## config.mk

```make
export PLATFORM = sky130hd
export DESIGN_NAME = uvs_front
export DESIGN_NICKNAME = d
export VERILOG_FILES = /design/src/uvs_pkg.sv /design/src/uvs_front.sv
export SDC_FILE = /design/constraint.sdc
export NUM_CORES = 1
export LEC_CHECK = 0
export ABC_AREA = 1
export BUFFER_PORTS_ARGS = -buffer_cell sky130_fd_sc_hd__buf_4
export CAP_MARGIN = 20
export CORE_MARGIN = 2
export CORE_UTILIZATION = 62
export DETAILED_ROUTE_END_ITERATION = 10
export PLACE_DENSITY = 0.82
export SLEW_MARGIN = 20
export SYNTH_ARGS = -nofsm -noshare
export SYNTH_HDL_FRONTEND = slang
export SYNTH_SLANG_ARGS = --single-unit
```

## constraint.sdc

```tcl
create_clock -name clock -period 8.9 [get_ports clock]
set_clock_uncertainty 0.15 [all_clocks]
set_input_delay 0.445 -clock clock [delete_from_list [all_inputs] [get_ports clock]]
set_output_delay 0.445 -clock clock [all_outputs]
set_load 0.02 [all_outputs]
```

## src/uvs_pkg.sv

```systemverilog
// ----------------------------------------------------------------------------
// uvs_pkg
// Shared types, constants and helper functions of the sphere vertex generator.
// ----------------------------------------------------------------------------
package uvs_pkg;

   localparam int MAX_RINGS   = 256;
   localparam int MAX_SECTORS = 256;
   localparam int TRIG_STAGES = 16;

   // long division: 41 bit dividend, 33 bit quotient, one quotient bit per stage
   localparam int NUM_W      = 41;
   localparam int QUO_W      = 33;
   localparam int DIV_STAGES = QUO_W;
   localparam int ANG_W      = 36;

   localparam int FIFO_DEPTH = 4;
   localparam int FIFO_AW    = 2;

   // back pipeline: divider, fold, cordic, product, normal, position
   localparam int LAT     = DIV_STAGES + 1 + TRIG_STAGES + 3;
   localparam int TEX_LAT = LAT - DIV_STAGES;

   localparam logic [32:0] PI_Q30_U     = 33'd3373259426;
   localparam logic [32:0] TWO_PI_Q30_U = 33'd6746518852;

   localparam logic signed [ANG_W-1:0] HALF_PI_Q30   = 36'sd1686629713;
   localparam logic signed [ANG_W-1:0] PI_Q30        = 36'sd3373259426;
   localparam logic signed [ANG_W-1:0] TWO_PI_Q30    = 36'sd6746518852;
   localparam logic signed [ANG_W-1:0] THR_HALF_PI   = 36'sd5059889139;
   localparam logic signed [ANG_W-1:0] GAIN_Q30      = 36'sd652032874;

   localparam logic [1:0] REG_RING   = 2'd0;
   localparam logic [1:0] REG_SECTOR = 2'd1;
   localparam logic [1:0] REG_RADIUS = 2'd2;

   typedef struct packed {
      logic [15:0] vertex_index;
      logic [15:0] upper_index;
      logic        quad_valid;
   } meta_type;

   typedef struct packed {
      logic [NUM_W-1:0] phi_num;
      logic [NUM_W-1:0] theta_num;
      logic [NUM_W-1:0] u_num;
      logic [NUM_W-1:0] v_num;
      meta_type         meta;
   } item_type;

   typedef struct packed {
      logic [16:0] tex_u;
      logic [16:0] tex_v;
   } tex_type;

   function automatic logic signed [ANG_W-1:0] atan_q30(input int i);
      logic signed [ANG_W-1:0] a;
      case (i)
         0:  a = 36'sh03243F6A8;
         1:  a = 36'sh01DAC6705;
         2:  a = 36'sh00FADBAFC;
         3:  a = 36'sh007F56EA6;
         4:  a = 36'sh003FEAB76;
         5:  a = 36'sh001FFD55B;
         6:  a = 36'sh000FFFAAA;
         7:  a = 36'sh0007FFF55;
         8:  a = 36'sh0003FFFEA;
         9:  a = 36'sh0001FFFFD;
         10: a = 36'sh0000FFFFF;
         11: a = 36'sh00007FFFF;
         12: a = 36'sh00003FFFF;
         13: a = 36'sh00001FFFF;
         14: a = 36'sh00000FFFF;
         15: a = 36'sh000007FFF;
         16: a = 36'sh000003FFF;
         17: a = 36'sh000001FFF;
         18: a = 36'sh000000FFF;
         19: a = 36'sh0000007FF;
         20: a = 36'sh0000003FF;
         21: a = 36'sh0000001FF;
         22: a = 36'sh0000000FF;
         23: a = 36'sh00000007F;
         default: a = '0;
      endcase
      return a;
   endfunction

   function automatic logic signed [15:0] sat16(input logic signed [ANG_W-1:0] v);
      logic signed [15:0] o;
      if (v > 36'sd32767) o = 16'sh7FFF;
      else if (v < -36'sd32768) o = 16'sh8000;
      else o = v[15:0];
      return o;
   endfunction

endpackage

```

## src/uvs_front.sv

```systemverilog
// ----------------------------------------------------------------------------
// uvs_front
// Saturates the indices, forms dividends and indices, queues the request.
// ----------------------------------------------------------------------------
module uvs_front import uvs_pkg::*; (
   input  logic       clock,
   input  logic       reset,
   input  logic       in_valid,
   output logic       in_ready,
   input  logic [7:0] ring_index,
   input  logic [7:0] sector_index,
   input  logic [7:0] nr,
   input  logic [7:0] ns,
   input  logic [8:0] sectors,
   output logic       head_valid,
   output item_type   head,
   input  logic       pop
);

   item_type           mem_ff [FIFO_DEPTH];
   logic [FIFO_AW-1:0] wr_ptr_ff, wr_ptr_in, rd_ptr_ff, rd_ptr_in;
   logic [FIFO_AW:0]   count_ff, count_in;

   logic [7:0]  r, s;
   logic [16:0] vidx, uidx;
   item_type    item;
   logic        push;

   always_comb begin
      r = (ring_index > nr) ? nr : ring_index;
      s = (sector_index > ns) ? ns : sector_index;
      item.phi_num   = NUM_W'(PI_Q30_U) * NUM_W'(r) + NUM_W'(nr >> 1);
      item.theta_num = NUM_W'(TWO_PI_Q30_U) * NUM_W'(s) + NUM_W'(ns >> 1);
      item.u_num     = NUM_W'({s, 16'd0}) + NUM_W'(ns >> 1);
      item.v_num     = NUM_W'({r, 16'd0}) + NUM_W'(nr >> 1);
      vidx = 17'(r) * 17'(sectors) + 17'(s);
      uidx = vidx + 17'(sectors);
      item.meta.quad_valid   = (r < nr) && (s < ns);
      item.meta.vertex_index = vidx[15:0];
      item.meta.upper_index  = item.meta.quad_valid ? uidx[15:0] : 16'd0;
   end

   assign in_ready   = count_ff != (FIFO_AW+1)'(FIFO_DEPTH);
   assign push       = in_valid && in_ready;
   assign head_valid = count_ff != '0;
   assign head       = mem_ff[rd_ptr_ff];

   always_comb begin
      wr_ptr_in = push ? wr_ptr_ff + 1'b1 : wr_ptr_ff;
      rd_ptr_in = pop ? rd_ptr_ff + 1'b1 : rd_ptr_ff;
      count_in  = count_ff + (FIFO_AW+1)'(push) - (FIFO_AW+1)'(pop);
   end

   always_ff @(posedge clock) begin
      if (reset) begin
         wr_ptr_ff <= '0;
         rd_ptr_ff <= '0;
         count_ff  <= '0;
      end else begin
         wr_ptr_ff <= wr_ptr_in;
         rd_ptr_ff <= rd_ptr_in;
         count_ff  <= count_in;
      end
   end

   always_ff @(posedge clock) begin
      if (push) mem_ff[wr_ptr_ff] <= item;
   end

endmodule

```

==> results of run 1 <==
## state kept, by name, summed over array words and instances (netlist names), named ones only
signal     cells
rd_ptr_ff      2
wr_ptr_ff      2
mem_ff       568
count_ff       3
## cells in the final DEF, fill, tap and decap left out, types with 4 or more instances in the layout
cell type,netlist,routed
dfxtp_1,9,7
clkbuf_1,90,13
o21ai_1,14,19
nor2_1,519,515
or2_2,6,6
inv_1,580,578
nand2_1,604,604
clkinvlp_4,0,4
nand3_1,117,117
nand4_1,42,42
inv_2,7,7
o22ai_1,142,142
nor4_1,4,4
a31oi_1,4,4
xnor2_1,37,37
nand3_2,5,5
clkbuf_16,0,56
nand3b_1,17,17
a21o_1,7,7
nor2_2,17,17
a21oi_1,109,109
o21bai_1,13,13
conb_1,1,52
xor2_1,83,83
nor3_2,7,7
edfxtp_1,568,568
clkinv_1,4,18
fa_1,136,136
ha_1,277,277
nor2_4,6,10
dlygate4sd3_1,0,16
buf_4,55,221
o21ai_0,347,342
clkinv_2,0,5
nand2_2,18,18
nor3_1,27,27
and2_1,5,5
## worst register-to-register path, delay by kind of cell, from the launching register on
family	cells	cell delay (ns)
buf+inv	2	0.92
flops	1	0.40
simple gates	3	1.06
## how the worst max path moves through the flow
stage,slack (ns),cells past startpoint,start,endpoint
after detailed placement,0.81,38,ns[7],mem_ff[0][16]$_DFFE_PP_
after CTS,0.87,42,nr[3],mem_ff[2][16]$_DFFE_PP_
after floorplan,0.81,38,nr[3],mem_ff[0][16]$_DFFE_PP_
final,0.73,39,ns[4],mem_ff[0][16]$_DFFE_PP_
after global placement,1.11,38,ns[7],mem_ff[2][16]$_DFFE_PP_
after global routing,0.14,36,ns[4],mem_ff[2][13]$_DFFE_PP_
## layer usage
layer	up-vias	GRT usage [%]
li1	13372	-
met4	2	11.96
met3	244	3.685
met2	1079	53.01
met5	-	0
met1	13462	36.90
## synthesized netlist by cell type, drive strengths merged
master,n,share of area [%]
inv,587,6.0
o21ai,363,4.9
a21oi,110,1.5
conb,1,0.010
a211oi,1,0.020
a21boi,3,0.061
o2111ai,1,0.024
o21bai,13,0.26
o211ai,1,0.020
nand3b,19,0.43
xor2,84,2.0
a31oi,4,0.068
a21o,7,0.14
o22ai,142,2.4
buf,63,1.2
ha,277,9.4
nand3,122,1.7
and2,5,0.085
nor3b,1,0.020
or2,8,0.14
dfxtp,9,0.49
nor2,542,5.7
nand2,622,6.4
fa,136,7.4
clkbuf,90,0.91
edfxtp,568,46
nand4,44,0.78
o21a,1,0.020
o31ai,2,0.041
o2111a,1,0.030
nor4,4,0.068
clkinv,4,0.041
nor3,34,0.56
nor4b,1,0.024
xnor2,37,0.88
a31o,1,0.024
## stage by stage
step	hold WS [ns]	setup slack [ns]
2_1_floorplan	0.3337	0.8137
3_3_place_gp	0.3353	1.111
3_5_place_dp	0.3476	0.8133
4_1_cts	0.1881	0.8657
5_1_grt	0.2522	0.1376
6_report	0.2045	0.7309
## layout make-up
| type | count | area, um2 |
|---|---|---|
| Multi-Input combinational cell | 2638 | 16920 |
| Fill cell | 4328 | 17920 |
| Sequential cell | 577 | 17240 |
| Clock inverter | 34 | 289.0 |
| Tap cell | 773 | 967.2 |
| Clock buffer | 69 | 1450 |
| Timing Repair Buffer | 240 | 1879 |
| Inverter | 591 | 2228 |
| Antenna cell | 1 | 2.502 |
## kinds of logic after synthesis
family,Yosys count,share of synthesized area (%)
DFF,577,46.66
adders and majority gates,413,16.75
xor gates and xnor gates,121,2.889
buffers and inverters,744,8.126
AOI/OAI and AO/OA,650,9.558
and+or+nand+nor,1402,16.00
other,1,0.01015
## what timing repair did
action                                 CTS  global route
hold buffers                            16             0
resized for setup                        0             0
endpoints found under the hold margin   64             0
==> results.md, run 1 <==
## Status
- completed — status

## Routing
- 6099 um — detailed-routed wire length on met3
- 0 — count of nets left with antenna violations after detail routing
- 45550 um — detailed-routed wire length on met2
- 2230 — Iter 0 DRT Violations
- 5.720 — Vias/cell
- 90810 um — total detailed-routing wirelength
- 0 — DRC viols
- 18.45 um — DR WL/cell
- 35680 um — detailed-route wire length on metal 1
- met5 — highest routing layer actually used
- 6 — DRT Pass-1 Iters
- 28159 — routed vias

## Floorplan
- 61550 um2 — Die ar.
- 244 — count of pins on the block boundary
- 248.1 um — vertical die dimension
- 62.71% — starting utilization of the core area
- 89 — Core Rows
- 58910 um2 — Std-Cell Core Area
- 248.1 um — chip width

## Cells and area
- 9.231% — fraction of final layout cells with drive strength greater than 1
- 69.57% — final core utilization
- 10.95% — layout overhead on the synthesized area
- 4562 — nets
- 4923 — non-filler cells, final
- 40980 um2 — Post-Layout Inst Area

## STA
- 0 — Final Hold Viols
- 1.089 ns — slew at the pin with the worst max-slew slack
- 91.79% — final cycle utilization of the critical path
- 0 — final setup violation count
- false — setup repair after global routing missed its margin
- 8.169 ns — clock period minus worst slack
- 122.4 MHz — maximum clock rate
- 0 — final slew viol count
- 0 ns — Post-Route Setup TNS
- 27.38% — Rel. slew slack

## GRT
- 28007 — via count of the first global-routing pass
- 143600 um — wire length of the first global-routing pass
- 174 — pin count of the biggest net entering global routing
- 1 — number of antenna violations at the first check in global routing
- 29.76% — global-route total usage across every layer
- 0 — global route overflow

## Synth
- 9.453 um2 — syn avg cell area
- 46.66% — part of the Yosys area used for sequential elements
- 577 — flip-flop and latch count after synthesis
- 3908 — post-synthesis instance total
- 54 — Cell variety after synth
- 36940 um2 — summed instance area of the synthesized netlist
- 0 — Ys Warns

## Hold path
- 3 — worst hold path cell count
- input port to flip-flop — type of the tightest min-delay check
- mem_ff[3][74]$_DFFE_PP_ — Min-Delay Endpoint
- ns[0] — beginning of the worst hold path

## CTS
- 577 — # clock sinks
- 2 — # H-tree levels
- 0 — number of setup buffers added after CTS
- 0.06 ns — Clk pin slew, worst setup/hold paths
- clkbuf_16 — root buffer cell
- yes — clock tree from TritonCTS
- 56 — number of CTS-inserted buffers
- 3 — Clock Tree Buf Depth
- 0.62 ns — clock network latency to the later pin of the worst-skew pair

## Run
- 0 — number of maximum-capacitance constraint violations

## Setup path
- input port to flip-flop — critical path class
- count_ff[1]$_SDFF_PP0_ — critical register-to-register path startpoint
- 5.86 ns — slack of the worst reg-to-reg path
- mem_ff[2][96]$_DFFE_PP_ — Reg-to-Reg End
- input port — nature of the critical path startpoint
- 9 — CP Buf/Inv Count
- flip-flop — critical path endpoint category
- 9.16 ns — required time of the worst setup path
- simple AND/OR/NAND/NOR gates — CP delay by family, top
- 18 — Max FO, Critical Path
- or2_0 — critical-path cell with the highest stage delay
- 0.68 ns — delay of the slowest critical-path stage
- 5 — cell count of the worst reg-to-reg path
- 8.43 ns — arrival time of the worst setup path

## Place
- 4802 — placed cell count
- 0.9728 — GP Congestion
- 39060 um2 — placement-stage cell area
- 64390 um — post-detailed-placement half-perimeter wirelength
- 191 — buffers added on ports

Power of run 1 is left out: the tool's default activity adds up to more than one toggle a clock period on the data nets, which glitch-free logic cannot reach.
==> inputs of run 2 (changes only) <==
- ABC_AREA: 1 -> unset
- CORE_UTILIZATION: 62 -> 65
- PLACE_DENSITY: 0.82 -> 0.86
- clock period: 8.9 -> 10.2 ns (I/O delays scaled with it)
==> run 2 against run 1 <==
  * Critical path depth fell by 11
  * Clock-buffer cell count fell by 1
  * Global-route usage fell by 0.42 points
  * Die area fell by 9.6%
  * Via count fell by 23%
  * Sequential cell count did not move
  * Worst hold slack got worse by 0.16 ns
  * Register-to-register slack improved by 1.6 ns
==> results.md, run 2 <==
## STA
- false — setup repair after global routing missed its margin
- 0 — final slew viol count, unchanged
- 89.35% — final cycle utilization of the critical path
- 9.114 ns — clock period minus worst slack
- 1.008 ns — slew at the pin with the worst max-slew slack, -0.08103 ns
- 0 ns — Post-Route Setup TNS, unchanged
- 0 — final setup violation count, unchanged
- 0 — Final Hold Viols, unchanged
- 32.79% — Rel. slew slack, +5.4 points
- 109.7 MHz — maximum clock rate

## Cells and area
- 568 x edfxtp_1, 299 x inv_1, 277 x ha_1 — top library cells by usage in the layout, fill and taps aside
- edfxtp_1 — most common library cell in the layout ignoring fill and taps
- 11.31% — layout overhead on the synthesized area
- mem_ff (568), count_ff (3) — registers with the most flip-flops
- 17.47% — fraction of final layout cells with drive strength greater than 1, +8.2 points
- 3236 — nets, -29%
- 568 — number of flip-flops under the largest register name, unchanged
- 0 — number of antenna repair diodes, -1
- mem_ff — Most flops, register

## Setup path
- 0.63 ns — delay of the slowest critical-path stage, -0.05 ns
- 10.37 ns — required time of the worst setup path, +1.21 ns
- 9.29 ns — arrival time of the worst setup path, +0.86 ns
- 4 — cell count of the worst reg-to-reg path, -1
- input port — nature of the critical path startpoint
- input port to flip-flop — critical path class
- flip-flop — critical path endpoint category
- 11 — Max FO, Critical Path, -7
- inv_1 — dominant cell type by count on the critical path
- mux2i_1 — critical-path cell with the highest stage delay

## CTS
- 0.06 ns — Clk pin slew, worst setup/hold paths, about the same
- 577 — # clock sinks, unchanged
- 3 — Clock Tree Buf Depth, unchanged
- yes — clock tree from TritonCTS
- 0.62 ns — clock network latency to the later pin of the worst-skew pair, about the same
- 0 — post-CTS resize count, unchanged
- 57 — number of CTS-inserted buffers, +1.8%
- 2 — # H-tree levels, unchanged
- 0 — number of setup buffers added after CTS, unchanged
- clkbuf_16 — root buffer cell

## Routing
- 22.68 um — DR WL/cell, +23%
- 1621 — Iter 0 DRT Violations, -27%
- 4328 um — detailed-routed wire length on met3, -29%
- met4 — highest routing layer actually used
- 41150 um — detailed-routed wire length on met2, -9.7%
- 79920 um — total detailed-routing wirelength, -12%
- 0 — count of nets left with antenna violations after detail routing, unchanged
- 5 — DRT Pass-1 Iters, -1
- 0 — DRC viols, unchanged
- 31210 um — detailed-route wire length on metal 1, -13%
- 6.167 — Vias/cell, +7.8%
- 21725 — routed vias, -23%

## Hold path
- input port to flip-flop — type of the tightest min-delay check
- 1 — worst hold path cell count, -2

## Synth
- 0 — Ys Warns, unchanged
- 568 — EDFF count, synth, unchanged
- edfxtp_1 — post-synthesis cell type with the largest combined area
- 568 x edfxtp_1, 299 x inv_1, 277 x ha_1 — leading post-synthesis cells by instance count
- edfxtp_1 — top-count cell post-synth
- 92 — Cell variety after synth, +70%
- 0% — FFs w/ async S/R, synth, unchanged
- 34960 um2 — summed instance area of the synthesized netlist, -5.4%
- 577 — flip-flop and latch count after synthesis, unchanged
- edfxtp_1 49%, ha_1 9.9%, mux4_2 9.1% — ranking of synthesized cells by area
- edfxtp_1 — commonest register cell after synthesis
- 49.30% — part of the Yosys area used for sequential elements, +2.6 points
- 13.59 um2 — syn avg cell area, +44%
- 48.79% — post-synth top area share, +2.6 points
- 2572 — post-synthesis instance total, -34%

## Run
- 0 — number of maximum-capacitance constraint violations, unchanged

## Place
- 0.9291 — GP Congestion, -4.5%
- 55860 um — post-detailed-placement half-perimeter wirelength, -13%
- 191 — buffers added on ports, unchanged

## Floorplan
- 235.9 um — chip width, -4.9%
- 53500 um2 — Std-Cell Core Area, -9.2%
- 235.9 um — vertical die dimension, -4.9%
- 244 — count of pins on the block boundary, unchanged
- 85 — Core Rows, -4.5%
- 65.35% — starting utilization of the core area, +2.6 points
- 55660 um2 — Die ar., -9.6%

## Status
- completed — status

## GRT
- 126800 um — wire length of the first global-routing pass, -12%
- 29.34% — global-route total usage across every layer, -0.42 points
- 102 — pin count of the biggest net entering global routing, -41%
- 1 — number of antenna violations at the first check in global routing, unchanged
- 23039 — via count of the first global-routing pass, -18%
- 0 — global route overflow, unchanged

## run 2: critical path, delay by kind of cell
kind / cells / cell delay, ns
AND/OR/NAND/NOR: 5 / 1.41
buffers and inverters: 6 / 1.26
multiplexers: 1 / 0.63
AO/OA/AOI/OAI: 8 / 2.16
adder cells (fa/ha/maj): 6 / 2.75
XOR/XNOR: 2 / 0.52
## run 2: path summary, 6_finish.rpt
check                       startpoint                        end  slack, ns
max                              nr[1]   mem_ff[3][162]$_DFFE_PP_       1.09
min                              ns[3]    mem_ff[0][60]$_DFFE_PP_       0.04
max reg2reg     count_ff[1]$_SDFF_PP0_   mem_ff[2][140]$_DFFE_PP_       7.44
min reg2reg  wr_ptr_ff[1]$_SDFFE_PP0P_  wr_ptr_ff[1]$_SDFFE_PP0P_       0.38
## run 2: timing repair
action                                  CTS  global route
hold buffers                             12             0
endpoints found under the hold margin    53             0
endpoints found under the setup margin    0             0
## run 2: area by class of cell
| class | instances | area [um2] |
|---|---|---|
| Clock buffer | 68 | 1519 |
| Clock inverter | 40 | 394.1 |
| Fill cell | 3373 | 14580 |
| Inverter | 300 | 1126 |
| Multi-Input combinational cell | 1623 | 16070 |
| Sequential cell | 577 | 17240 |
| Tap cell | 696 | 870.8 |
| Timing Repair Buffer | 219 | 1687 |
## run 2: routing by layer
metal	GRT usage, %	up-vias
met1	37.04	10983
li1	-	9723
met4	11.79	0
met3	4.014	198
met5	0	-
met2	51.52	821
## run 2: stage by stage
stage | hold WS (ns) | std cells | setup WS [ns] | cell area, um2 | utilization (%)
2_1_floorplan | 0.3192 | 2623 | 2.373 | 35150 | -
3_3_place_gp | 0.3282 | 3403 | 1.698 | 36880 | 68.94
3_5_place_dp | 0.3450 | 3403 | 1.266 | 36880 | 68.94
4_1_cts | 0.01510 | 3523 | 1.302 | 38910 | 72.74
5_1_grt | 0.02253 | 3523 | 0.7072 | 38910 | 72.74
6_report | 0.04298 | 3523 | 1.086 | 38910 | 72.74
## run 2: logic make-up after synthesis
| family | share of synthesized area, % |
|---|---|
| compound gates | 6.059 |
| xor+xnor | 4.706 |
| fa+ha+maj | 17.70 |
| buf+inv | 5.336 |
| flops | 49.30 |
| mux | 9.813 |
| other cells | 0.01073 |
| simple gates | 7.072 |
Power of run 2 is left out for the same reason.
